### src/rtl/core/ptww_pkg.sv
// Package with shared types, constants and the glyph width table of the word wrapper.
`timescale 1ns / 1ps
package ptww_pkg;

    localparam int WORD_MAX = 32;
    localparam int LEN_W    = $clog2(WORD_MAX + 1);
    localparam int IDX_W    = (WORD_MAX > 1) ? $clog2(WORD_MAX) : 1;
    localparam int WW_W     = $clog2(WORD_MAX * 10 + 1);
    localparam int LW_W     = 16;
    localparam int CNT_W    = 16;
    localparam int CHAR_W   = 7;
    localparam int LIMIT_W  = 15;
    localparam int CAP_W    = 16;

    localparam logic [LIMIT_W-1:0] LINE_LIMIT_RESET = 15'd256;
    localparam logic [CAP_W-1:0]   OUT_CAP_RESET    = 16'd1024;

    localparam logic REG_LINE_LIMIT = 1'b0;
    localparam logic REG_OUT_CAP    = 1'b1;

    localparam logic [CHAR_W-1:0] CHAR_LF    = 7'd10;
    localparam logic [CHAR_W-1:0] CHAR_CR    = 7'd13;
    localparam logic [CHAR_W-1:0] CHAR_SPACE = 7'd32;
    localparam logic [CHAR_W-1:0] CHAR_NUL   = 7'd0;

    localparam logic [3:0] GLYPH_W [128] = '{
        4'd0, 4'd0, 4'd0, 4'd0, 4'd0, 4'd0, 4'd0, 4'd0,
        4'd0, 4'd0, 4'd0, 4'd0, 4'd0, 4'd0, 4'd0, 4'd0,
        4'd0, 4'd0, 4'd0, 4'd0, 4'd0, 4'd0, 4'd0, 4'd0,
        4'd0, 4'd0, 4'd0, 4'd0, 4'd0, 4'd0, 4'd0, 4'd0,
        4'd4, 4'd2, 4'd4, 4'd7, 4'd6, 4'd9, 4'd7, 4'd2,
        4'd3, 4'd3, 4'd4, 4'd6, 4'd3, 4'd5, 4'd2, 4'd7,
        4'd6, 4'd3, 4'd6, 4'd6, 4'd6, 4'd6, 4'd6, 4'd6,
        4'd6, 4'd6, 4'd2, 4'd3, 4'd5, 4'd6, 4'd5, 4'd7,
        4'd8, 4'd6, 4'd6, 4'd6, 4'd6, 4'd6, 4'd6, 4'd6,
        4'd6, 4'd4, 4'd6, 4'd6, 4'd5, 4'd8, 4'd8, 4'd6,
        4'd6, 4'd7, 4'd6, 4'd6, 4'd6, 4'd6, 4'd8, 4'd10,
        4'd8, 4'd6, 4'd6, 4'd3, 4'd6, 4'd3, 4'd6, 4'd6,
        4'd4, 4'd7, 4'd6, 4'd6, 4'd6, 4'd6, 4'd5, 4'd6,
        4'd6, 4'd2, 4'd5, 4'd5, 4'd2, 4'd9, 4'd6, 4'd6,
        4'd6, 4'd6, 4'd6, 4'd6, 4'd5, 4'd6, 4'd6, 4'd6,
        4'd6, 4'd6, 4'd6, 4'd4, 4'd2, 4'd5, 4'd7, 4'd0
    };

    localparam logic [3:0] SPACE_W = GLYPH_W[32];

    function automatic logic [3:0] glyph_width(input logic [CHAR_W-1:0] c);
        return GLYPH_W[c];
    endfunction

    typedef enum logic [1:0] {
        EMIT_NL,
        EMIT_SP,
        EMIT_WORD,
        EMIT_CLOSE
    } ptww_emit_t;

    typedef struct packed {
        logic       load;
        logic       append;
        logic       set_open;
        logic       clr_open;
        logic       emit;
        ptww_emit_t emit_sel;
        logic       count_line;
        logic       lw_clear;
        logic       lw_add;
        logic       idx_clr;
        logic       idx_inc;
        logic       flush_hold;
        logic       clear_text;
    } ptww_cmd_t;

    typedef struct packed {
        logic is_eol;
        logic is_space;
        logic fin;
        logic word_empty;
        logic word_last;
        logic need_break;
        logic line_nz;
        logic line_open;
        logic gen_ok;
        logic out_free;
        logic hold_valid;
    } ptww_status_t;

endpackage

### src/rtl/core/ptww_datapath.sv
// Datapath of the word wrapper: word buffer, line state and result staging.
`timescale 1ns / 1ps
module ptww_datapath (
    input  logic                          clk,
    input  logic                          rst_n,
    input  ptww_pkg::ptww_cmd_t           cmd,
    output ptww_pkg::ptww_status_t        status,
    input  logic [ptww_pkg::CHAR_W-1:0]   text_char,
    input  logic                          text_end,
    input  logic [ptww_pkg::LIMIT_W-1:0]  line_limit,
    input  logic [ptww_pkg::CAP_W-1:0]    output_capacity,
    output logic                          out_valid,
    input  logic                          out_stall,
    output logic [ptww_pkg::CHAR_W-1:0]   out_char,
    output logic                          char_valid,
    output logic                          run_end,
    output logic                          text_done,
    output logic [ptww_pkg::CNT_W-1:0]    lines_so_far,
    output logic                          word_clipped
);
    import ptww_pkg::*;

    typedef struct packed {
        logic [CHAR_W-1:0] ch;
        logic              valid;
        logic              done;
        logic [CNT_W-1:0]  lines;
        logic              clip;
    } result_t;

    logic [CHAR_W-1:0] word_mem [WORD_MAX];
    logic [CHAR_W-1:0] rd_data_reg;
    logic [IDX_W-1:0]  rd_addr;

    logic [CHAR_W-1:0] char_reg;
    logic              fin_reg;
    logic [LEN_W-1:0]  len_reg;
    logic [WW_W-1:0]   ww_reg;
    logic [LW_W-1:0]   lw_reg;
    logic [CNT_W-1:0]  lc_reg;
    logic [CNT_W-1:0]  emitted_reg;
    logic              open_reg;
    logic              clip_reg;
    logic [IDX_W-1:0]  idx_reg;

    result_t           hold_reg;
    logic              hold_valid_reg;
    result_t           out_reg;
    logic              out_run_end_reg;
    logic              out_valid_reg;

    logic [CNT_W-1:0]  lc_next;
    logic [CAP_W-1:0]  emit_lim;
    logic              do_push;
    logic              out_load;
    logic              out_free;
    result_t           new_res;

    assign lc_next  = (cmd.count_line && lc_reg != '1) ? lc_reg + 1'b1 : lc_reg;
    assign emit_lim = (output_capacity == '0) ? '0 : output_capacity - 1'b1;
    assign do_push  = cmd.emit && ((cmd.emit_sel == EMIT_CLOSE) || (emitted_reg < emit_lim));
    assign out_free = !out_valid_reg || !out_stall;
    assign out_load = (do_push && hold_valid_reg) || cmd.flush_hold;

    always_comb
    begin
        new_res.lines = lc_next;
        new_res.clip  = clip_reg;
        new_res.valid = (cmd.emit_sel != EMIT_CLOSE);
        new_res.done  = (cmd.emit_sel == EMIT_CLOSE);
        unique case (cmd.emit_sel)
            EMIT_NL:    new_res.ch = CHAR_LF;
            EMIT_SP:    new_res.ch = CHAR_SPACE;
            EMIT_WORD:  new_res.ch = rd_data_reg;
            EMIT_CLOSE: new_res.ch = CHAR_NUL;
        endcase
    end

    always_comb
    begin
        priority if (cmd.idx_clr)
            rd_addr = '0;
        else if (cmd.idx_inc)
            rd_addr = idx_reg + 1'b1;
        else
            rd_addr = idx_reg;
    end

    always_ff @(posedge clk)
    begin
        if (cmd.append && len_reg < LEN_W'(WORD_MAX))
            word_mem[len_reg[IDX_W-1:0]] <= char_reg;
        rd_data_reg <= word_mem[rd_addr];
    end

    always_ff @(posedge clk)
    begin
        if (cmd.load)
        begin
            char_reg <= text_char;
            fin_reg  <= text_end;
        end
        if (do_push)
            hold_reg <= new_res;
        if (out_load)
        begin
            out_reg         <= hold_reg;
            out_run_end_reg <= cmd.flush_hold;
        end
        idx_reg <= rd_addr;
    end

    always_ff @(posedge clk or negedge rst_n)
    begin
        if (!rst_n)
        begin
            len_reg        <= '0;
            ww_reg         <= '0;
            lw_reg         <= '0;
            lc_reg         <= '0;
            emitted_reg    <= '0;
            open_reg       <= 1'b0;
            clip_reg       <= 1'b0;
            hold_valid_reg <= 1'b0;
            out_valid_reg  <= 1'b0;
        end
        else
        begin
            if (out_load)
                out_valid_reg <= 1'b1;
            else if (!out_stall)
                out_valid_reg <= 1'b0;

            if (do_push)
                hold_valid_reg <= 1'b1;
            else if (cmd.flush_hold)
                hold_valid_reg <= 1'b0;

            if (cmd.clear_text)
            begin
                len_reg     <= '0;
                ww_reg      <= '0;
                lw_reg      <= '0;
                lc_reg      <= '0;
                emitted_reg <= '0;
                open_reg    <= 1'b0;
                clip_reg    <= 1'b0;
            end
            else
            begin
                lc_reg <= lc_next;
                if (do_push && cmd.emit_sel != EMIT_CLOSE)
                    emitted_reg <= emitted_reg + 1'b1;
                if (cmd.set_open)
                    open_reg <= 1'b1;
                else if (cmd.clr_open)
                    open_reg <= 1'b0;
                if (cmd.append)
                begin
                    if (len_reg < LEN_W'(WORD_MAX))
                    begin
                        len_reg <= len_reg + 1'b1;
                        ww_reg  <= ww_reg + WW_W'(glyph_width(char_reg));
                    end
                    else
                        clip_reg <= 1'b1;
                end
                if (cmd.lw_clear)
                    lw_reg <= '0;
                else if (cmd.lw_add)
                begin
                    lw_reg  <= lw_reg + LW_W'(ww_reg) + LW_W'(SPACE_W);
                    len_reg <= '0;
                    ww_reg  <= '0;
                end
            end
        end
    end

    always_comb
    begin
        status.is_eol     = (char_reg == CHAR_CR) || (char_reg == CHAR_LF);
        status.is_space   = (char_reg == CHAR_SPACE);
        status.fin        = fin_reg;
        status.word_empty = (len_reg == '0);
        status.word_last  = ((LEN_W'(idx_reg) + 1'b1) == len_reg);
        status.need_break = ({1'b0, lw_reg} + (LW_W + 1)'(ww_reg)) > (LW_W + 1)'(line_limit);
        status.line_nz    = (lw_reg != '0);
        status.line_open  = open_reg;
        status.gen_ok     = !hold_valid_reg || out_free;
        status.out_free   = out_free;
        status.hold_valid = hold_valid_reg;
    end

    assign out_valid    = out_valid_reg;
    assign out_char     = out_reg.ch;
    assign char_valid   = out_reg.valid;
    assign text_done    = out_reg.done;
    assign lines_so_far = out_reg.lines;
    assign word_clipped = out_reg.clip;
    assign run_end      = out_run_end_reg;

endmodule

### src/rtl/core/ptww_ctrl.sv
// Controller state machine that sequences each character through the wrap steps.
`timescale 1ns / 1ps
module ptww_ctrl (
    input  logic                    clk,
    input  logic                    rst_n,
    input  logic                    in_valid,
    output logic                    in_stall,
    input  ptww_pkg::ptww_status_t  status,
    output ptww_pkg::ptww_cmd_t     cmd
);
    import ptww_pkg::*;

    typedef enum logic [3:0] {
        S_IDLE,
        S_DECODE,
        S_SEP,
        S_WORD,
        S_WDONE,
        S_EOL,
        S_CHKFIN,
        S_CLOSE,
        S_LAST
    } state_t;

    state_t state_reg, state_next;
    logic   ending_reg, ending_next;

    assign in_stall = (state_reg != S_IDLE);

    always_comb
    begin
        cmd         = '0;
        state_next  = state_reg;
        ending_next = ending_reg;
        unique case (state_reg)
            S_IDLE:
            begin
                if (in_valid)
                begin
                    cmd.load   = 1'b1;
                    state_next = S_DECODE;
                end
            end
            S_DECODE:
            begin
                if (status.is_eol || status.is_space)
                    state_next = S_SEP;
                else
                begin
                    cmd.append   = 1'b1;
                    cmd.set_open = 1'b1;
                    state_next   = S_CHKFIN;
                end
            end
            S_SEP:
            begin
                cmd.idx_clr = 1'b1;
                if (status.word_empty)
                begin
                    if (status.is_eol || ending_reg)
                        state_next = S_EOL;
                    else
                    begin
                        cmd.set_open = 1'b1;
                        state_next   = S_CHKFIN;
                    end
                end
                else if (!status.line_nz)
                    state_next = S_WORD;
                else if (status.gen_ok)
                begin
                    cmd.emit       = 1'b1;
                    cmd.emit_sel   = status.need_break ? EMIT_NL : EMIT_SP;
                    cmd.count_line = status.need_break;
                    cmd.lw_clear   = status.need_break;
                    state_next     = S_WORD;
                end
            end
            S_WORD:
            begin
                if (status.gen_ok)
                begin
                    cmd.emit     = 1'b1;
                    cmd.emit_sel = EMIT_WORD;
                    if (status.word_last)
                        state_next = S_WDONE;
                    else
                        cmd.idx_inc = 1'b1;
                end
            end
            S_WDONE:
            begin
                cmd.lw_add = 1'b1;
                if (status.is_eol || ending_reg)
                    state_next = S_EOL;
                else
                begin
                    cmd.set_open = 1'b1;
                    state_next   = S_CHKFIN;
                end
            end
            S_EOL:
            begin
                if (!status.line_open)
                begin
                    cmd.lw_clear = 1'b1;
                    state_next   = ending_reg ? S_CLOSE : S_CHKFIN;
                end
                else if (status.gen_ok)
                begin
                    cmd.emit       = 1'b1;
                    cmd.emit_sel   = EMIT_NL;
                    cmd.count_line = 1'b1;
                    cmd.clr_open   = 1'b1;
                    cmd.lw_clear   = 1'b1;
                    state_next     = ending_reg ? S_CLOSE : S_CHKFIN;
                end
            end
            S_CHKFIN:
            begin
                if (status.fin)
                begin
                    ending_next = 1'b1;
                    state_next  = S_SEP;
                end
                else
                    state_next = S_LAST;
            end
            S_CLOSE:
            begin
                if (status.gen_ok)
                begin
                    cmd.emit       = 1'b1;
                    cmd.emit_sel   = EMIT_CLOSE;
                    cmd.clear_text = 1'b1;
                    ending_next    = 1'b0;
                    state_next     = S_LAST;
                end
            end
            S_LAST:
            begin
                if (!status.hold_valid)
                    state_next = S_IDLE;
                else if (status.out_free)
                begin
                    cmd.flush_hold = 1'b1;
                    state_next     = S_IDLE;
                end
            end
            default:
                state_next = S_IDLE;
        endcase
    end

    always_ff @(posedge clk or negedge rst_n)
    begin
        if (!rst_n)
        begin
            state_reg  <= S_IDLE;
            ending_reg <= 1'b0;
        end
        else
        begin
            state_reg  <= state_next;
            ending_reg <= ending_next;
        end
    end

endmodule

### src/rtl/core/proportional_text_word_wrap.sv
// Top level of the proportional text word wrapper with its register port.
`timescale 1ns / 1ps
// Usage: source characters enter on the input channel (in_valid, in_stall,
// text_char, text_end), one beat per character; text_end marks the last one.
// Wrapped output leaves on the output channel (out_valid, out_stall), one beat
// per emitted character, plus one closing beat with text_done at the end of a
// text. run_end marks the last beat caused by one input character; a character
// that causes nothing yields no beat.
// A character that only joins the current word is loaded, decoded, appended
// and checked for the text end; a space that ends no word takes a separator
// step in place of the append. A space that ends a word emits a separator if
// the line holds text, then replays the buffered word from the word memory one
// character per cycle while the output path is free, through its registered
// read port. A line end adds a step that closes the line, and the last
// character of a text adds the steps that close the text. One character is
// worked on at a time. The last beat of a character passes from a one-deep
// hold stage to the output register when the work on that character ends.
// Reset clears all text state, sets line_limit to 256 and output_capacity to
// 1024. While the receiver stalls, the output beat holds and the sequencer
// waits; the input is stalled whenever a character is at work.
// Registers: line_limit at address 0, output_capacity at address 4.
module proportional_text_word_wrap (
    input  logic                          clk,
    input  logic                          rst_n,
    input  logic                          psel,
    input  logic                          penable,
    input  logic                          pwrite,
    input  logic [2:0]                    paddr,
    input  logic [31:0]                   pwdata,
    output logic [31:0]                   prdata,
    output logic                          pready,
    input  logic                          in_valid,
    output logic                          in_stall,
    input  logic [ptww_pkg::CHAR_W-1:0]   text_char,
    input  logic                          text_end,
    output logic                          out_valid,
    input  logic                          out_stall,
    output logic [ptww_pkg::CHAR_W-1:0]   out_char,
    output logic                          char_valid,
    output logic                          run_end,
    output logic                          text_done,
    output logic [ptww_pkg::CNT_W-1:0]    lines_so_far,
    output logic                          word_clipped
);
    import ptww_pkg::*;

    logic [LIMIT_W-1:0] line_limit_reg;
    logic [CAP_W-1:0]   out_cap_reg;
    logic               cfg_write;
    ptww_cmd_t          cmd;
    ptww_status_t       status;

    assign pready    = 1'b1;
    assign cfg_write = psel && penable && pwrite && pready;

    always_ff @(posedge clk or negedge rst_n)
    begin
        if (!rst_n)
        begin
            line_limit_reg <= LINE_LIMIT_RESET;
            out_cap_reg    <= OUT_CAP_RESET;
        end
        else if (cfg_write)
        begin
            unique case (paddr[2])
                REG_LINE_LIMIT: line_limit_reg <= pwdata[LIMIT_W-1:0];
                REG_OUT_CAP:    out_cap_reg    <= pwdata[CAP_W-1:0];
            endcase
        end
    end

    always_comb
    begin
        unique case (paddr[2])
            REG_LINE_LIMIT: prdata = {{(32 - LIMIT_W){1'b0}}, line_limit_reg};
            REG_OUT_CAP:    prdata = {{(32 - CAP_W){1'b0}}, out_cap_reg};
        endcase
    end

    ptww_ctrl u_ctrl (
        .clk      (clk),
        .rst_n    (rst_n),
        .in_valid (in_valid),
        .in_stall (in_stall),
        .status   (status),
        .cmd      (cmd)
    );

    ptww_datapath u_datapath (
        .clk             (clk),
        .rst_n           (rst_n),
        .cmd             (cmd),
        .status          (status),
        .text_char       (text_char),
        .text_end        (text_end),
        .line_limit      (line_limit_reg),
        .output_capacity (out_cap_reg),
        .out_valid       (out_valid),
        .out_stall       (out_stall),
        .out_char        (out_char),
        .char_valid      (char_valid),
        .run_end         (run_end),
        .text_done       (text_done),
        .lines_so_far    (lines_so_far),
        .word_clipped    (word_clipped)
    );

    a_done_is_last: assert property (@(posedge clk) disable iff (!rst_n)
        out_valid && text_done |-> run_end)
        else $error("Closing beat is not marked as the last beat of its character.");

    a_done_no_char: assert property (@(posedge clk) disable iff (!rst_n)
        out_valid && text_done |-> !char_valid)
        else $error("Closing beat carries a character.");

    a_busy_after_accept: assert property (@(posedge clk) disable iff (!rst_n)
        in_valid && !in_stall |=> in_stall)
        else $error("Input taken again while a character is still at work.");

endmodule

### config.mk
export PLATFORM = sky130hd
export DESIGN_NAME = proportional_text_word_wrap
export DESIGN_NICKNAME = d
export VERILOG_FILES = /design/src/rtl/core/ptww_pkg.sv /design/src/rtl/core/ptww_datapath.sv /design/src/rtl/core/ptww_ctrl.sv /design/src/rtl/core/proportional_text_word_wrap.sv
export SDC_FILE = /design/constraint.sdc
export NUM_CORES = 1
export LEC_CHECK = 0
export ABC_CLOCK_PERIOD_IN_PS = 5800
export BUFFER_PORTS_ARGS = -buffer_cell sky130_fd_sc_hd__buf_2
export CELL_PAD_IN_SITES_DETAIL_PLACEMENT = 1
export CELL_PAD_IN_SITES_GLOBAL_PLACEMENT = 2
export CORE_MARGIN = 2
export CORE_UTILIZATION = 42
export DETAILED_ROUTE_END_ITERATION = 8
export PLACE_DENSITY = 0.77
export SYNTH_ARGS = -nofsm -noshare
export SYNTH_HDL_FRONTEND = slang
export SYNTH_SLANG_ARGS = --single-unit
### constraint.sdc
create_clock -name clk -period 5.8 [get_ports clk]
set_input_delay 0.29 -clock clk [delete_from_list [all_inputs] [get_ports clk]]
set_output_delay 0.29 -clock clk [all_outputs]
set_load 0.03 [all_outputs]
# [Yosys cells after proc, flatten, opt, wreduce, memory -nomap -nowiden]
# Memory sizes are Yosys's and may differ from the RTL's. A register that Yosys moved wholly into a read port is not among the register bits.
# Index checks and enable logic that the tools add are counted.
[op_classes] reduce_logical=34 order_cmp=4 mux=84 n_bitwise=2 eq_ne=27 addsub=10
[ops] op="two-way mux 16 bit" n=8
[ops] op="case mux 32 bit (2 select lines)" n=1
[ops] op="two-way mux 4 bit" n=14
[ops] op="two-way mux 9 bit" n=5
[ops] op="two-way mux 6 bit" n=6
[ops] op="case mux 4 bit (9 select lines)" n=1
[ops] op="two-way mux 1 bit" n=33
[ops] op="adder 16 x 1 -> 16 bit (second input constant)" n=2
[ops] op="two-way mux 5 bit" n=6
[ops] op="case mux 7 bit (4 select lines)" n=1
[ops] op="adder 16 x 9 -> 17 bit" n=1
[ops] op="greater-than comparator 17 x 15 -> 1 bit" n=1
[ops] op="adder 16 x 3 -> 16 bit (second input constant)" n=1
[ops] op="adder 16 x 9 -> 16 bit" n=1
[ops] op="== test 4 x 3 -> 1 bit (second input constant)" n=4
[ops] op="zero test 16 bit" n=1
[ops] op="less-than comparator 16 bit" n=1
[ops] op="!= test 16 bit (second input constant)" n=1
[ops] op="nonzero test 16 bit" n=1
[ops] op="subtractor 16 x 1 -> 16 bit (second input constant)" n=1
[ops] op="== test 7 x 4 -> 1 bit (second input constant)" n=2
[ops] op="!= test 2 bit (second input constant)" n=6
[ops] op="case mux 3 bit (4 select lines)" n=1
[ops] op="adder 9 x 4 -> 9 bit" n=1
[ops] op="other kinds (34)" n=61
[word_totals] inputBits=50 out_inout_bits=62 n_memories=2 word_cells=190 register_bits=169 romBits=512 ramBits=224
[mem_list] memory="(no name shown)" words=128 width=4 rd=1 rd_clocked_by_memory_dff=0 wr=0 line="ptww_pkg.sv:48" rtl="return GLYPH_W[c];"
[mem_list] memory="u_datapath.word_mem" words=32 width=7 rd=1 rd_clocked_by_memory_dff=1 wr=1 line="ptww_datapath.sv:31" rtl="logic [CHAR_W-1:0] word_mem [WORD_MAX];"

# [Longest topological paths before layout]
[depth] word_depth=13 ltp_mapped=23 depth_no_buf=22

# [Modules after synthesis]
# From an unflattened synthesis, not the netlist that was laid out.
[unflattened] cells_unflattened=1680 hier_area_um2=19463.7
[modules_own_cells] module="ptww_datapath" n_inst=1 seq_area_each_um2=10475.0 cells_per_inst=1496 area_per_inst_um2=17294.1
[modules_own_cells] module="proportional_text_word_wrap" n_inst=1 seq_area_each_um2=778.2 cells_per_inst=103 area_per_inst_um2=1561.5
[modules_own_cells] module="ptww_ctrl" n_inst=1 seq_area_each_um2=125.1 cells_per_inst=81 area_per_inst_um2=608.1

# [Least setup slack after synthesis]
# No wires, ideal clock.
[synth_timing] kind="register to register" from="reg out_cap_reg[5]" to="reg u_datapath.out_reg, in the netlist u_datapath.char_valid (enable)" stages_incl_launch_ff=17 path_slack_ns=0.707 synth_period_minus_slack_ns=5.093 setup_ns=0.383 n_path_buf=2 t_required_ns=5.417 arrival_time_ns=4.710 path_cell_list="dfrtp_1 > or4_1 > or3_1 > nor4_4 > nand4_1 > clkbuf_1 > nand2_1 > ha_1 > a21o_1 > a21o_1 > a21o_1 > a21o_1 > a21oi_1 > o221ai_1 > buf_2 > nand2_1 > a21o_1"
[synth_between] elab_chain_cells=7 elab_cells_between_ends=8 classes_between="add/sub (1); order compare (1); mux (1); reduce/logical (5)"
[synth_lines] element="start: declaration" line="proportional_text_word_wrap.sv:48" rtl="logic [CAP_W-1:0] out_cap_reg;"
[synth_lines] element="start signal: assignment" line="proportional_text_word_wrap.sv:67" rtl="REG_OUT_CAP: out_cap_reg <= pwdata[CAP_W-1:0];"
[synth_lines] element="subtractor 16 x 1 -> 16 bit / zero test 16 bit (equally long branches)" line="ptww_datapath.sv:60" rtl="assign emit_lim = (output_capacity == '0) ? '0 : output_capacity - 1'b1;"
[synth_lines] element="two-way mux 16 bit *" line="ptww_datapath.sv:60"
[synth_lines] element="less-than comparator 16 bit *" line="ptww_datapath.sv:61" rtl="assign do_push = cmd.emit && ((cmd.emit_sel == EMIT_CLOSE) || (emitted_reg < emit_lim));"
[synth_lines] element="logical OR 1 bit *" line="ptww_datapath.sv:61"
[synth_lines] element="logical AND 1 bit *" line="ptww_datapath.sv:61"
[synth_lines] element="named net u_datapath.do_push" line="ptww_datapath.sv:54" rtl="logic do_push;"
[synth_lines] element="logical AND 1 bit *" line="ptww_datapath.sv:63" rtl="assign out_load = (do_push && hold_valid_reg) || cmd.flush_hold;"
[synth_lines] element="logical OR 1 bit *" line="ptww_datapath.sv:63"
[synth_lines] element="named net u_datapath.out_load" line="ptww_datapath.sv:55" rtl="logic out_load;"
[synth_lines] element="end signal: assignment" line="ptww_datapath.sv:107" rtl="out_reg <= hold_reg;"
[synth_lines] element="end: declaration" line="ptww_datapath.sv:48" rtl="result_t out_reg;"
# The timed path passes the listed nets; every way through them passes the cells marked *.
# A chain may end at the register's enable or synchronous reset.

# [Final worst setup path]
[layout_timing] from="reg u_datapath.lw_reg[1]" to="reg u_datapath.lc_reg[1]"
[layout_between] elab_chain_cells=9 elab_cells_between_ends=10 classes_between="add/sub (1); order compare (1); mux (6); reduce/logical (2)"
[layout_lines] element="start: declaration" line="ptww_datapath.sv:39" rtl="logic [LW_W-1:0] lw_reg;"
[layout_lines] element="start signal: assignment" line="ptww_datapath.sv:172" rtl="lw_reg <= lw_reg + LW_W'(ww_reg) + LW_W'(SPACE_W);"
[layout_lines] element="adder 16 x 9 -> 17 bit" line="ptww_datapath.sv:187" rtl="status.need_break = ({1'b0, lw_reg} + (LW_W + 1)'(ww_reg)) > (LW_W + 1)'(line_limit);"
[layout_lines] element="greater-than comparator 17 x 15 -> 1 bit" line="ptww_datapath.sv:187"
[layout_lines] element="two-way mux 5 bit" line="ptww_ctrl.sv:70" rtl="else if (status.gen_ok)"
[layout_lines] element="two-way mux 5 bit *" line="ptww_ctrl.sv:68" rtl="else if (!status.line_nz)"
[layout_lines] element="two-way mux 5 bit *" line="ptww_ctrl.sv:58" rtl="if (status.word_empty)"
[layout_lines] element="case mux 2 bit (2 select lines) *" line="ptww_ctrl.sv:35" rtl="unique case (state_reg)"
[layout_lines] element="logical AND 1 bit *" line="ptww_datapath.sv:59" rtl="assign lc_next = (cmd.count_line && lc_reg != '1) ? lc_reg + 1'b1 : lc_reg;"
[layout_lines] element="two-way mux 16 bit *" line="ptww_datapath.sv:59"
[layout_lines] element="named net u_datapath.lc_next[1]" line="ptww_datapath.sv:52" rtl="logic [CNT_W-1:0] lc_next;"
[layout_lines] element="two-way mux 16 bit *" line="ptww_datapath.sv:139" rtl="if (cmd.clear_text)"
[layout_lines] element="end signal: assignment" line="ptww_datapath.sv:151" rtl="lc_reg <= lc_next;"
[layout_lines] element="end: declaration" line="ptww_datapath.sv:40" rtl="logic [CNT_W-1:0] lc_reg;"
# Marks and branches as above.

==> metrics.yaml <==
cts_resized: 0
cellLeakagePower_nw: 8.770
crit_required_ps: 6250
cts_buffers: 44
worst_pin_slew_ps: 1197
max-slew-margin-rel: 0.1993
drive_above_1_share: 0.1365
comb_power_share: 0.366
fillers: 4758
largest_reg_flops: 224
num_antenna_cells: 0
drc: 0
clockRootBuffer: "clkbuf_16"
wirelength_mm: 48.33
crit_path_start_kind: "flip-flop"
ctsHoldBuffers: 26
swShare: 0.3720
synthTopCellsByCount: "285 x edfxtp_1, 139 x nand2_1, 106 x mux2i_1, 102 x nor2_1, 101 x dfrtp_1"
place_hpwl_mm: 32.84
grt_pass1_wl_mm: 76.15
synth_top_area_cell: "edfxtp_1"
grtUsageTotal: 0.2047
synth_top_area_frac: 0.4396
clockBufferDepth: 3
fin_util: 0.4869
clkPwrFrac: 0.266
cts.htree.levels: 2
synth-async-reset-ratio: 0.2575
grt_pass1_vias: 13440
grt_max_degree: 53
arrival_ps: 5670
ant_nets: 0
clkLatencyLatePin_ps: 570
fp.dieW_um: 219.3
drv_slew: 0
yosysWarnings: 0
fin_area_mm2: 0.02219
num_rows: 78
nets: 1836
io_pins: 112
antenna_found_initial: 0
placed_area_mm2: 0.02046
drt-vias-per-instance: 5.483
start_util: 0.4272
synth_cells: 1607
ys_seq_area_frac: 0.5844
setup_viol: 0
cts_tree: "done"
cts.clk_slew.worst_paths_ps: 50
rsz0062_at_grt: "false"
synth_edf_count: 285
post_cts_buffers: 0
synth.avg_cell_area_um2: 12.12
core_mm2: 0.04558
area_delta_synth_final_pct: 13.97
fmax_mhz: 191.6
firstDrtPassIters: 5
tns_ps: 0
final_hold_viol_count: 0
whs_ps: 349.2
pwr-share-seq: 0.368
switching_power_mw: 3.997
hold_path.class: "in -> async"
dr.first_iter.drc_count: 588
period_minus_slack_ps: 5218
status: "finished clean"
clock_sinks: 400
crit_fanout: 7
vias: 12850
finalClockSkew_ps: 16.41
ys_ff_latch: 400
dieArea_mm2: 0.04809
power_density_mw_per_mm2: 484.2
synth_cell_types: 81
gr-total-overflow: 0
power.internal_mw: 6.747
ys.flop_type: "edfxtp_1"
wire_per_inst_um: 20.63
die_h_um: 219.3
port-buffer-count: 76
drv_cap: 0
yosysMostFrequentCell: "edfxtp_1"
synth_area_mm2: 0.01947
ir_worst_vdd_uv: 265.1
path_class: "reg -> reg"
period_share: 0.8996
place_congestion: 0.7958
netlist_top_cells_area: "edfxtp_1 44%, dfrtp_1 13%, mux2i_1 5.4%"
worstSetupEndpointType: "flip-flop"
==> cells by family after synthesis <==
group / Yosys count / synth area share
mux: 148 / 0.08129
fa+ha+maj: 77 / 0.05270
flops: 400 / 0.5844
simple gates: 431 / 0.1083
compound gates: 306 / 0.1006
xor+xnor: 74 / 0.03329
other cells: 2 / 0.0003857
buf+inv: 169 / 0.03907
==> power by group through the flow <==
stage                     Combinational (mW)  Sequential [mW]  Clock (mW)
after floorplan                         2.66             4.10           0
after global placement                  3.84             3.99           0
after detailed placement                3.94             4.01           0
after CTS                               3.97             3.96        2.92
after global routing                    4.29             4.01        3.03
final                                   3.93             3.95        2.86
==> stage by stage <==
step,instances,power (mW),setup WS [ps]
2_1_floorplan,1622,6.754,707.4
3_3_place_gp,2239,7.834,784.3
3_5_place_dp,2239,7.951,580.2
4_1_cts,2343,10.85,588.6
5_1_grt,2343,11.32,186.8
6_report,2343,10.74,582.1
==> final timing paths <==
| check | depth (start not counted) | end | slack [ps] | from |
|---|---|---|---|---|
| worst max-delay path | 19 | u_datapath.lc_reg[1] | 580 | u_datapath.lw_reg[1] |
| min in group clk | 4 | u_ctrl.state_reg[0] | 400 | in_valid |
| worst min-delay path | 2 | line_limit_reg[2] | 350 | rst_n |
| worst min register to register | 0 | u_datapath.lines_so_far[4] | 420 | u_datapath.hold_reg[5] |
| worst max register to register | 19 | u_datapath.lc_reg[1] | 580 | u_datapath.lw_reg[1] |
| max in group asynchronous | 3 | out_cap_reg[14] | 4230 | rst_n |
==> routing by layer <==
| metal | routed length (um) | track usage | up-vias |
|---|---|---|---|
| met3 | 1736 | 0.03077 | 63 |
| met2 | 22750 | 0.3360 | 193 |
| met5 | 0 | 0 | - |
| li1 | - | - | 6060 |
| met4 | 925 | 0.04910 | 0 |
| met1 | 22910 | 0.2858 | 6530 |
==> cell usage in the layout (no fill, tap or decap), types with 14 or more instances in the layout <==
cell type	instances
a211oi_1	36
a21oi_1	86
a22oi_1	26
and3_1	27
buf_2	75
buf_4	32
clkbuf_16	45
conb_1	17
dfrtp_1	101
dlygate4sd3_1	26
edfxtp_1	285
ha_1	66
inv_1	75
mux2_2	37
mux2i_1	106
nand2_1	139
nand3_1	28
nand4_1	19
nor2_1	102
nor2b_1	14
nor3_1	25
o21ai_0	71
xnor2_1	34
xor2_1	40
==> critical path, stage by stage (launching register included) <==
cell and delay (ps):
dfrtp_1 430, ha_1 300, fa_1 370, a31oi_1 260, o21ai_0 230, a31oi_1 290
o21ai_0 240, nand3_1 180, xnor2_1 150, ha_1 290, nor2b_1 150, o21ai_0 150
nand2b_1 80, a21oi_1 140, nor2b_1 60, o31ai_1 540, nand2_1 350, nand2_1 350
mux2_2 390, and2_1 160
==> final cells by class <==
class | instances | area, um2 | share of cell area
Clock buffer | 55 | 1194 | 0.05379
Inverter | 78 | 292.8 | 0.01319
Clock inverter | 23 | 276.5 | 0.01246
Tap cell | 600 | 750.7 | 0.03383
Sequential cell | 400 | 11380 | 0.5128
Timing Repair Buffer | 134 | 895.9 | 0.04037
Multi-Input combinational cell | 1053 | 7402 | 0.3336
Power figures use the tool's default switching activity.
